`config.mk`:
```
export PLATFORM = sky130hd
export DESIGN_NAME = step_task_sequencer_core
export DESIGN_NICKNAME = d
export VERILOG_FILES = /design/src/rtl/sts_pkg.sv /design/src/rtl/sts_in_reg.sv /design/src/rtl/sts_core.sv /design/src/rtl/sts_out_reg.sv /design/src/rtl/step_task_sequencer_core.sv
export SDC_FILE = /design/constraint.sdc
export NUM_CORES = 1
export LEC_CHECK = 0
export BUFFER_PORTS_ARGS = -buffer_cell sky130_fd_sc_hd__buf_2
export CORE_UTILIZATION = 40
export CTS_BUF_LIST = sky130_fd_sc_hd__clkbuf_16
export DETAILED_ROUTE_END_ITERATION = 10
export SETUP_SLACK_MARGIN = 0.3
export SKIP_CTS_REPAIR_TIMING = 1
export SLEW_MARGIN = 5
export SYNTH_ARGS = -nofsm -noshare
export SYNTH_HDL_FRONTEND = slang
export SYNTH_SLANG_ARGS = --single-unit
```
`constraint.sdc`:
```
create_clock -name clk -period 2.8 [get_ports clk]
set_clock_uncertainty 0.05 [all_clocks]
set_input_delay 0.56 -clock clk [delete_from_list [all_inputs] [get_ports clk]]
set_output_delay 0.56 -clock clk [all_outputs]
set_load 0.03 [all_outputs]
```
`src/rtl/sts_pkg.sv`:
```
// Package for the step task sequencer: item and result structs,
// status and notification types, mode and result-code constants.
// No dependencies.
`timescale 1ns / 1ps

package sts_pkg;

  // Item modes
  localparam logic [2:0] MODE_SCAN     = 3'd0;
  localparam logic [2:0] MODE_ASYNC    = 3'd1;
  localparam logic [2:0] MODE_START    = 3'd2;
  localparam logic [2:0] MODE_SET_NEXT = 3'd3;
  localparam logic [2:0] MODE_INIT     = 3'd4;

  // Step result codes carried by a scan item
  localparam logic [2:0] RES_CURRENT    = 3'd0;
  localparam logic [2:0] RES_NEXT       = 3'd1;
  localparam logic [2:0] RES_STOP       = 3'd2;
  localparam logic [2:0] RES_ASYNC_WAIT = 3'd3;
  localparam logic [2:0] RES_FINISH     = 3'd4;
  localparam logic [2:0] RES_RESTART    = 3'd5;

  localparam logic [7:0] STEP_COUNT_RESET = 8'd1;

  typedef enum logic [1:0] {
    ST_STOPPED  = 2'd0,
    ST_RUNNING  = 2'd1,
    ST_ASYNC    = 2'd2,
    ST_FINISHED = 2'd3
  } status_t;

  typedef enum logic [2:0] {
    NT_NONE    = 3'd0,
    NT_STOP    = 3'd1,
    NT_FINISH  = 3'd2,
    NT_RESTART = 3'd3,
    NT_ASYNC   = 3'd4
  } notify_t;

  typedef struct packed {
    logic [2:0] mode;
    logic [2:0] step_result;
    logic [7:0] new_next_step;
  } item_t;

  typedef struct packed {
    logic [7:0] current_step;
    status_t    task_status;
    notify_t    notify;
    logic       result_used;
  } result_t;

endpackage

```
`src/rtl/sts_in_reg.sv`:
```
// Input register of the step task sequencer: captures one item and
// holds it until the core takes it. Depends on sts_pkg.
`timescale 1ns / 1ps

module sts_in_reg
  import sts_pkg::*;
(
  input  logic  clk,
  input  logic  rst,
  input  logic  in_valid,
  output logic  in_stall,
  input  item_t in_item,
  input  logic  take,
  output logic  full,
  output item_t item
);

  logic accept;
  logic full_next;

  // Stall only while a held item cannot move on this cycle
  assign in_stall  = full && !take;
  assign accept    = in_valid && !in_stall;
  assign full_next = accept || (full && !take);

  always_ff @(posedge clk) begin
    if (rst) begin
      full <= 1'b0;
    end else begin
      full <= full_next;
    end
  end

  always_ff @(posedge clk) begin
    if (accept) begin
      item <= in_item;
    end
  end

endmodule

```
`src/rtl/sts_core.sv`:
```
// Sequencer state and per-item decode: step index, pending step,
// run status and the step count register. Depends on sts_pkg.
`timescale 1ns / 1ps

module sts_core
  import sts_pkg::*;
(
  input  logic       clk,
  input  logic       rst,
  input  logic       cfg_write,
  input  logic [7:0] cfg_data,
  input  logic       fire,
  input  item_t      item,
  output result_t    res
);

  logic [7:0] step_count;
  logic [7:0] step_index;
  logic [7:0] pending_step;
  status_t    run_status;

  logic [7:0] step_index_next;
  logic [7:0] pending_step_next;
  status_t    run_status_next;
  notify_t    ntf;
  logic       used;

  always_comb begin
    step_index_next   = step_index;
    pending_step_next = pending_step;
    run_status_next   = run_status;
    ntf               = NT_NONE;
    used              = 1'b0;
    case (item.mode)
      MODE_SCAN: begin
        if (run_status == ST_FINISHED || run_status == ST_STOPPED) begin
          // nothing to do while idle
        end else if (step_index >= step_count) begin
          run_status_next = ST_FINISHED;
          ntf             = NT_FINISH;
        end else begin
          used = 1'b1;
          case (item.step_result)
            RES_CURRENT: begin
              run_status_next = ST_RUNNING;
            end
            RES_NEXT: begin
              step_index_next   = pending_step;
              pending_step_next = pending_step + 8'd1;
              run_status_next   = ST_RUNNING;
            end
            RES_STOP: begin
              run_status_next = ST_STOPPED;
              ntf             = NT_STOP;
            end
            RES_ASYNC_WAIT: begin
              if (run_status == ST_ASYNC) begin
                step_index_next   = pending_step;
                pending_step_next = pending_step + 8'd1;
                run_status_next   = ST_RUNNING;
              end else begin
                run_status_next = ST_STOPPED;
              end
            end
            RES_RESTART: begin
              step_index_next = 8'd0;
              run_status_next = ST_RUNNING;
              ntf             = NT_RESTART;
            end
            default: begin
              // explicit finish and the unused codes
              run_status_next = ST_FINISHED;
              ntf             = NT_FINISH;
            end
          endcase
        end
      end
      MODE_ASYNC: begin
        if (run_status == ST_STOPPED) begin
          step_index_next   = pending_step;
          pending_step_next = pending_step + 8'd1;
          run_status_next   = ST_RUNNING;
        end else begin
          run_status_next = ST_ASYNC;
        end
        ntf = NT_ASYNC;
      end
      MODE_START: begin
        step_index_next = 8'd0;
        run_status_next = ST_RUNNING;
      end
      MODE_SET_NEXT: begin
        pending_step_next = item.new_next_step;
      end
      MODE_INIT: begin
        // reject init on an empty step list
        if (step_count != 8'd0) begin
          step_index_next = 8'd0;
          run_status_next = ST_STOPPED;
        end
      end
      default: begin
      end
    endcase
  end

  always_comb begin
    res.current_step = step_index_next;
    res.task_status  = run_status_next;
    res.notify       = ntf;
    res.result_used  = used;
  end

  always_ff @(posedge clk) begin
    if (rst) begin
      step_count   <= STEP_COUNT_RESET;
      step_index   <= 8'd0;
      pending_step <= 8'd0;
      run_status   <= ST_STOPPED;
    end else begin
      if (cfg_write) begin
        step_count <= cfg_data;
      end
      if (fire) begin
        step_index   <= step_index_next;
        pending_step <= pending_step_next;
        run_status   <= run_status_next;
      end
    end
  end

`ifndef ASSERT_OFF
  a_async_notify: assert property (@(posedge clk) disable iff (rst)
    fire |-> ((res.notify == NT_ASYNC) == (item.mode == MODE_ASYNC)))
    else $error("async notification does not match item mode");

  a_used_when_active: assert property (@(posedge clk) disable iff (rst)
    (fire && res.result_used) |-> (run_status == ST_RUNNING || run_status == ST_ASYNC))
    else $error("step result consumed while not active");

  a_finish_status: assert property (@(posedge clk) disable iff (rst)
    (fire && res.notify == NT_FINISH) |-> (res.task_status == ST_FINISHED))
    else $error("finish notification without finished status");

  a_set_next: assert property (@(posedge clk) disable iff (rst)
    (fire && item.mode == MODE_SET_NEXT) |=> (pending_step == $past(item.new_next_step)))
    else $error("pending step not loaded");

  a_hold_idle: assert property (@(posedge clk) disable iff (rst)
    (!fire && !$past(rst)) |=> ($stable(step_index) && $stable(run_status)))
    else $error("state changed without an item");
`endif

endmodule

```
`src/rtl/sts_out_reg.sv`:
```
// Result register of the step task sequencer: holds one result until
// the receiver takes it. Depends on sts_pkg.
`timescale 1ns / 1ps

module sts_out_reg
  import sts_pkg::*;
(
  input  logic    clk,
  input  logic    rst,
  input  logic    load,
  input  result_t res_in,
  output logic    ready,
  output logic    out_valid,
  input  logic    out_stall,
  output result_t res
);

  logic out_valid_next;

  // Free when empty or when the held result leaves this cycle
  assign ready          = !out_valid || !out_stall;
  assign out_valid_next = load || (out_valid && out_stall);

  always_ff @(posedge clk) begin
    if (rst) begin
      out_valid <= 1'b0;
    end else begin
      out_valid <= out_valid_next;
    end
  end

  always_ff @(posedge clk) begin
    if (load) begin
      res <= res_in;
    end
  end

endmodule

```
`src/rtl/step_task_sequencer_core.sv`:
```
// An accepted item passes the input register, then the result register, before out_valid rises.
// One item per cycle while out_stall is low; each item makes exactly one result.
// The state registers load together with the result register, so the state update does not limit the rate.
// Reset (rst, synchronous): step index 0, pending step 0, status stopped,
// step count 1, both registers empty.
`timescale 1ns / 1ps

module step_task_sequencer_core
  import sts_pkg::*;
(
  input  logic       clk,
  input  logic       rst,
  input  logic       cfg_valid,
  output logic       cfg_ready,
  input  logic [7:0] cfg_data,
  input  logic       in_valid,
  output logic       in_stall,
  input  logic [2:0] mode,
  input  logic [2:0] step_result,
  input  logic [7:0] new_next_step,
  output logic       out_valid,
  input  logic       out_stall,
  output logic [7:0] current_step,
  output logic [1:0] task_status,
  output logic [2:0] notify,
  output logic       result_used
);

  item_t   in_item;
  item_t   item;
  result_t core_res;
  result_t res;
  logic    full;
  logic    out_ready;
  logic    fire;

  assign cfg_ready = 1'b1;

  assign in_item.mode          = mode;
  assign in_item.step_result   = step_result;
  assign in_item.new_next_step = new_next_step;

  // Advance the held item into the result register
  assign fire = full && out_ready;

  sts_in_reg u_in_reg (
    .clk      (clk),
    .rst      (rst),
    .in_valid (in_valid),
    .in_stall (in_stall),
    .in_item  (in_item),
    .take     (out_ready),
    .full     (full),
    .item     (item)
  );

  sts_core u_core (
    .clk       (clk),
    .rst       (rst),
    .cfg_write (cfg_valid && cfg_ready),
    .cfg_data  (cfg_data),
    .fire      (fire),
    .item      (item),
    .res       (core_res)
  );

  sts_out_reg u_out_reg (
    .clk       (clk),
    .rst       (rst),
    .load      (fire),
    .res_in    (core_res),
    .ready     (out_ready),
    .out_valid (out_valid),
    .out_stall (out_stall),
    .res       (res)
  );

  assign current_step = res.current_step;
  assign task_status  = res.task_status;
  assign notify       = res.notify;
  assign result_used  = res.result_used;

endmodule
```
* After elaboration in Yosys (flattened, before gate mapping)
Index checks and enable logic that the tools add are counted.
** Word-level totals
- Bits in registers :: 56
- Bits of input ports :: 27
** Cells by class
- Add/subtract/negate cells :: 1
- Bitwise logic cells :: 1
- Equal/unequal tests :: 15
- Reduce and logical (&&, ||, !) cells :: 21
- Order comparisons :: 1
- Muxes and demuxes :: 25
** Operators with widths (number)
- 2-to-1 mux 8 bit :: 9
- one-hot mux 8 bit (3 select lines) :: 2
- one-hot mux 8 bit (4 select lines) :: 1
- one-hot mux 8 bit (2 select lines) :: 1
- == test 3 x 2 -> 1 bit (second input constant) :: 4
- one-hot mux 2 bit (3 select lines) :: 2
- adder 8 x 1 -> 8 bit (second input constant) :: 1
- >= comparator 8 bit :: 1
- 2-to-1 mux 2 bit :: 4
- one-hot mux 2 bit (4 select lines) :: 1
- nonzero test 8 bit :: 1
- AND reduction 7 bit :: 1
- == test 3 x 1 -> 1 bit (second input constant) :: 2
- == test 3 bit (second input constant) :: 2
- zero test 3 bit :: 2
- 2-to-1 mux 3 bit :: 2
- inequality test 3 x 2 -> 1 bit (second input constant) :: 2
- one-hot mux 3 bit (2 select lines) :: 1
- OR reduction 3 bit :: 2
- == test 2 bit (second input constant) :: 2
- logical AND 1 bit :: 4
- zero test 1 bit :: 4
- logical OR 1 bit :: 4
- inequality test 2 bit (second input constant) :: 2
- 6 further kinds :: 7

* Depth between registers and ports, before layout
- Depth after elaboration :: 7
- Depth in mapped cells :: 8

* By module
Synthesis repeated with hierarchy kept, for this count alone.
** Unflattened totals
- Cell total of the unflattened synthesis :: 251
- Area total of the unflattened synthesis :: 2726.4 sq um
** By module, submodules not included
- sts_core :: seq. area each 520.5 sq um, instances 1, cells each 212, area an instance 1785.5 sq um
- sts_in_reg :: seq. area each 440.4 sq um, instances 1, cells each 18, area an instance 470.5 sq um
- sts_out_reg :: seq. area each 440.4 sq um, instances 1, cells each 18, area an instance 452.9 sq um
- step_task_sequencer_core :: seq. area each 0.0 sq um, instances 1, cells each 3, area an instance 17.5 sq um

* Worst setup path before layout
No wires, ideal clock.
- Path kind :: register to register
- Start point :: register u_core.step_count[7]
- End point :: register u_out_reg.res[10] (netlist name)
- Period minus slack after synthesis :: 2335 ps
- Path slack :: 465 ps
- Data arrival time :: 2028 ps
- Stages on the path, launching flop included :: 8
- Cell sequence :: dfxtp_1 -> inv_1 -> ha_1 -> and3_4 -> a221oi_4 -> o21ai_2 -> a211o_1 -> a22o_1
** RTL lines
- start, declared :: RTL line sts_core.sv:17 : logic [7:0] step_count;
- start signal, assigned :: RTL line sts_core.sv:122 : step_count <= cfg_data;

==> impl_metrics.toml <==
[outcome]
run_status = "finished, final reports clean"

[drt]
finalWirelength_microns = 6200
drtPass1Iterations = 4
wire_per_inst_microns = 14.8
drc_errors = 0
dr.first_iter.drc_count = 136
ant_nets = 0
viasPerCell = 5.30
dr_total_vias = 2216

[global_routing]
global_route.overflow_total = 0
grt_pass1_wl_microns = 10100
grt_max_degree = 22
vias_in_the_first_global_route = 2052
grt_antenna_before_repair = 0
gr-usage-all-layers_pct = 17.2

[logic_synthesis]
synthMuxAreaShare_pct = 2.74
yosys.area_share.xor_xnor_pct = 0
post-synth-top-area-cell = "edfxtp_1"
synth.top_cells.by_area = "edfxtp_1 29%, dfxtp_1 19%, ha_1 4.7%"
netlist.area_leader.share_pct = 28.8
synth_cell_types = 59
synthesized_area_fraction_occupied_by_adder_cells_pct = 5.05
post_synth_most_frequent_cells = "28 x dfxtp_1, 28 x edfxtp_1, 23 x nor2_1, 18 x a21oi_1, 18 x nand2b_1"
yosysSeqAreaShare_pct = 48.0
synthFlopType = "edfxtp_1"
yosysWarningCount = 0
asyncSetResetFlopFracSynth_pct = 0
synth.net_count = 315
synth_edf_count = 28
synth_top_family_by_area = "compound AO/OA/AOI/OAI gates"
ys_ff_latch = 56
synth-simple-area-share_pct = 16.6
syn-cell-area_sq_um = 2920
synth-compound-area-share_pct = 23.3
postSynthCellCount = 277
postSynthAreaPerCell_sq_um = 10.5

[flow_run]
cap_violations = 0

[timing]
finalSetupViolCount = 0
fin_crit_sh_pct = 85.5
rsz0062_at_grt = "false"
setup_ws_ns = 0.406
finalHoldViolations = 0
highest_achievable_clock_rate_mhz = 418
max-slew-margin-rel_pct = 57.2
final.setup.tns_ns = 0
final-max-slew-violation-count = 0
period_needed_ns = 2.39
worst-slew-pin-transition_ns = 0.641

[finish]
final_layout_size_suffix_gt1_share_pct = 24.8
fillers = 669
num-nets-final = 359
layout-area-overhead-vs-synth_pct = 16.8
antenna_cells_inserted = 0

[worst_setup_path]
worst_ep_required_time_ns = 2.80
criticalPathCategory = "reg -> reg"
critical_path_peak_fanout = 8
cp_num_buf_inv = 1
kind_of_end_point_of_the_critical_path = "register"
worstPathArrival_ns = 2.39
crit_path_top_delay_cell = "a211o_4"
critical_path.max_stage_delay_ns = 0.41
cp_top_family = "compound AO/OA/AOI/OAI gates"
setup.worst_path.start_class = "register"
crit_path_cell_trace = "inv_1, ha_1, and3_4, a221oi_4, o21ai_4, a211o_4, a22o_1"

[power]
power-per-cell-area_nw_per_um2 = 512
p_leak_nw = 1.31
vdd_drop_max_uv = 303
finalPower_mw = 1.75

[cts]
cts_tree = "done"
cts_buffers = 5
clkLatencyLatePin_ns = 0.29
cts_htree_levels = 2
cts_root_buffer = "clkbuf_16"
cts-root-to-sink-buffers = 2
clock_sink_total = 56
clk_pin_slew_worst_paths_ns = 0.07

[die]
fp-row-count = 30
coreArea_sq_um = 6910
die-width_microns = 87.5
die_y_microns = 87.5
initial_core_util_pct = 42.3
num_io_pins = 44
die-area_sq_um = 7650

[worst_hold_path]
min-delay-path-class = "in -> reg"

[placement]
dp_hpwl_microns = 4550
place_congestion = 0.815
placement.setup.worst_slack_ns = 0.270
port_buffers = 42
## area by class of cell
type                            instances  area, sq um  share of cell area (%)
Multi-Input combinational cell        193         1430                    41.8
Inverter                               15         56.3                    1.65
Clock inverter                          3         13.8                   0.403
Timing Repair Buffer                   50          270                    7.92
Clock buffer                            5          125                    3.67
Sequential cell                        56         1400                    41.1
Tap cell                               96          120                    3.52
## cells in the final DEF, fill, tap and decap left out, drive strengths merged, types with 2 or more instances in the layout
cell and n:
a31oi 3, and2 2, nor4 4, nor2 23
inv 15, a211o 3, o211ai 2, o211a 2
buf 50, nor3b 2, o21ai 25, edfxtp 28
o32ai 7, dfxtp 28, a21oi 18, a221oi 2
nand2b 18, clkinv 3, nand2 10, and3 2
clkbuf 5, a22o 8, nor3 8, nand3 8
a2111oi 2, o31ai 2, ha 11, mux2i 8
nand4 2, nor2b 5
## stage by stage
step	utilization [%]	hold slack [ns]	cell area, sq um	cells
after floorplan	-	0.392	2920	277
after global placement	46.6	0.406	3220	406
after detailed placement	46.6	0.432	3220	406
after CTS	48.6	0.387	3350	414
after global routing	49.4	0.381	3410	418
final	49.4	0.392	3410	418
## report_power, final
part | internal, mW | total, mW | switching (mW)
clock | 0.326 | 0.600 | 0.274
combinational | 0.0897 | 0.227 | 0.137
sequential | 0.894 | 0.920 | 0.0261
## path summary, 6_finish.rpt
path / start / end / slack [ns] / depth (start not counted)
setup reg to reg: u_core.step_count[7] / u_out_reg.res[12] / 0.41 / 7
setup / recovery: u_core.step_count[7] / u_out_reg.res[12] / 0.41 / 7
hold / removal: new_next_step[2] / u_in_reg.item[2] / 0.39 / 1
hold reg to reg: u_core.step_index[7] / u_core.step_index[7] / 0.45 / 2
## cells by family (layout without fill, tap and decap cells)
logic type	count (synthesis)	in the layout
and+or+nand+nor	89	89
AOI/OAI and AO/OA	83	83
DFF	56	56
buffers and inverters	28	73
adders and majority gates	12	12
muxes	8	8
other	1	1
## per-layer routing
layer	GRT usage (%)	routed length [microns]
met5	0	0
met1	22.9	2850
met2	29.0	3010
met4	4.47	55
met3	2.84	283
## state kept, by name, indices dropped and copies added, names as in the netlist
| signal | cells |
|---|---|
| u_out_reg.out_valid | 1 |
| u_in_reg.item | 14 |
| u_in_reg.full | 1 |
| u_core.pending_step | 8 |
| u_core.step_count | 8 |
| u_out_reg.res | 14 |
| u_core.step_index | 8 |
| u_core.run_status | 2 |
Power figures use the tool's default switching activity.
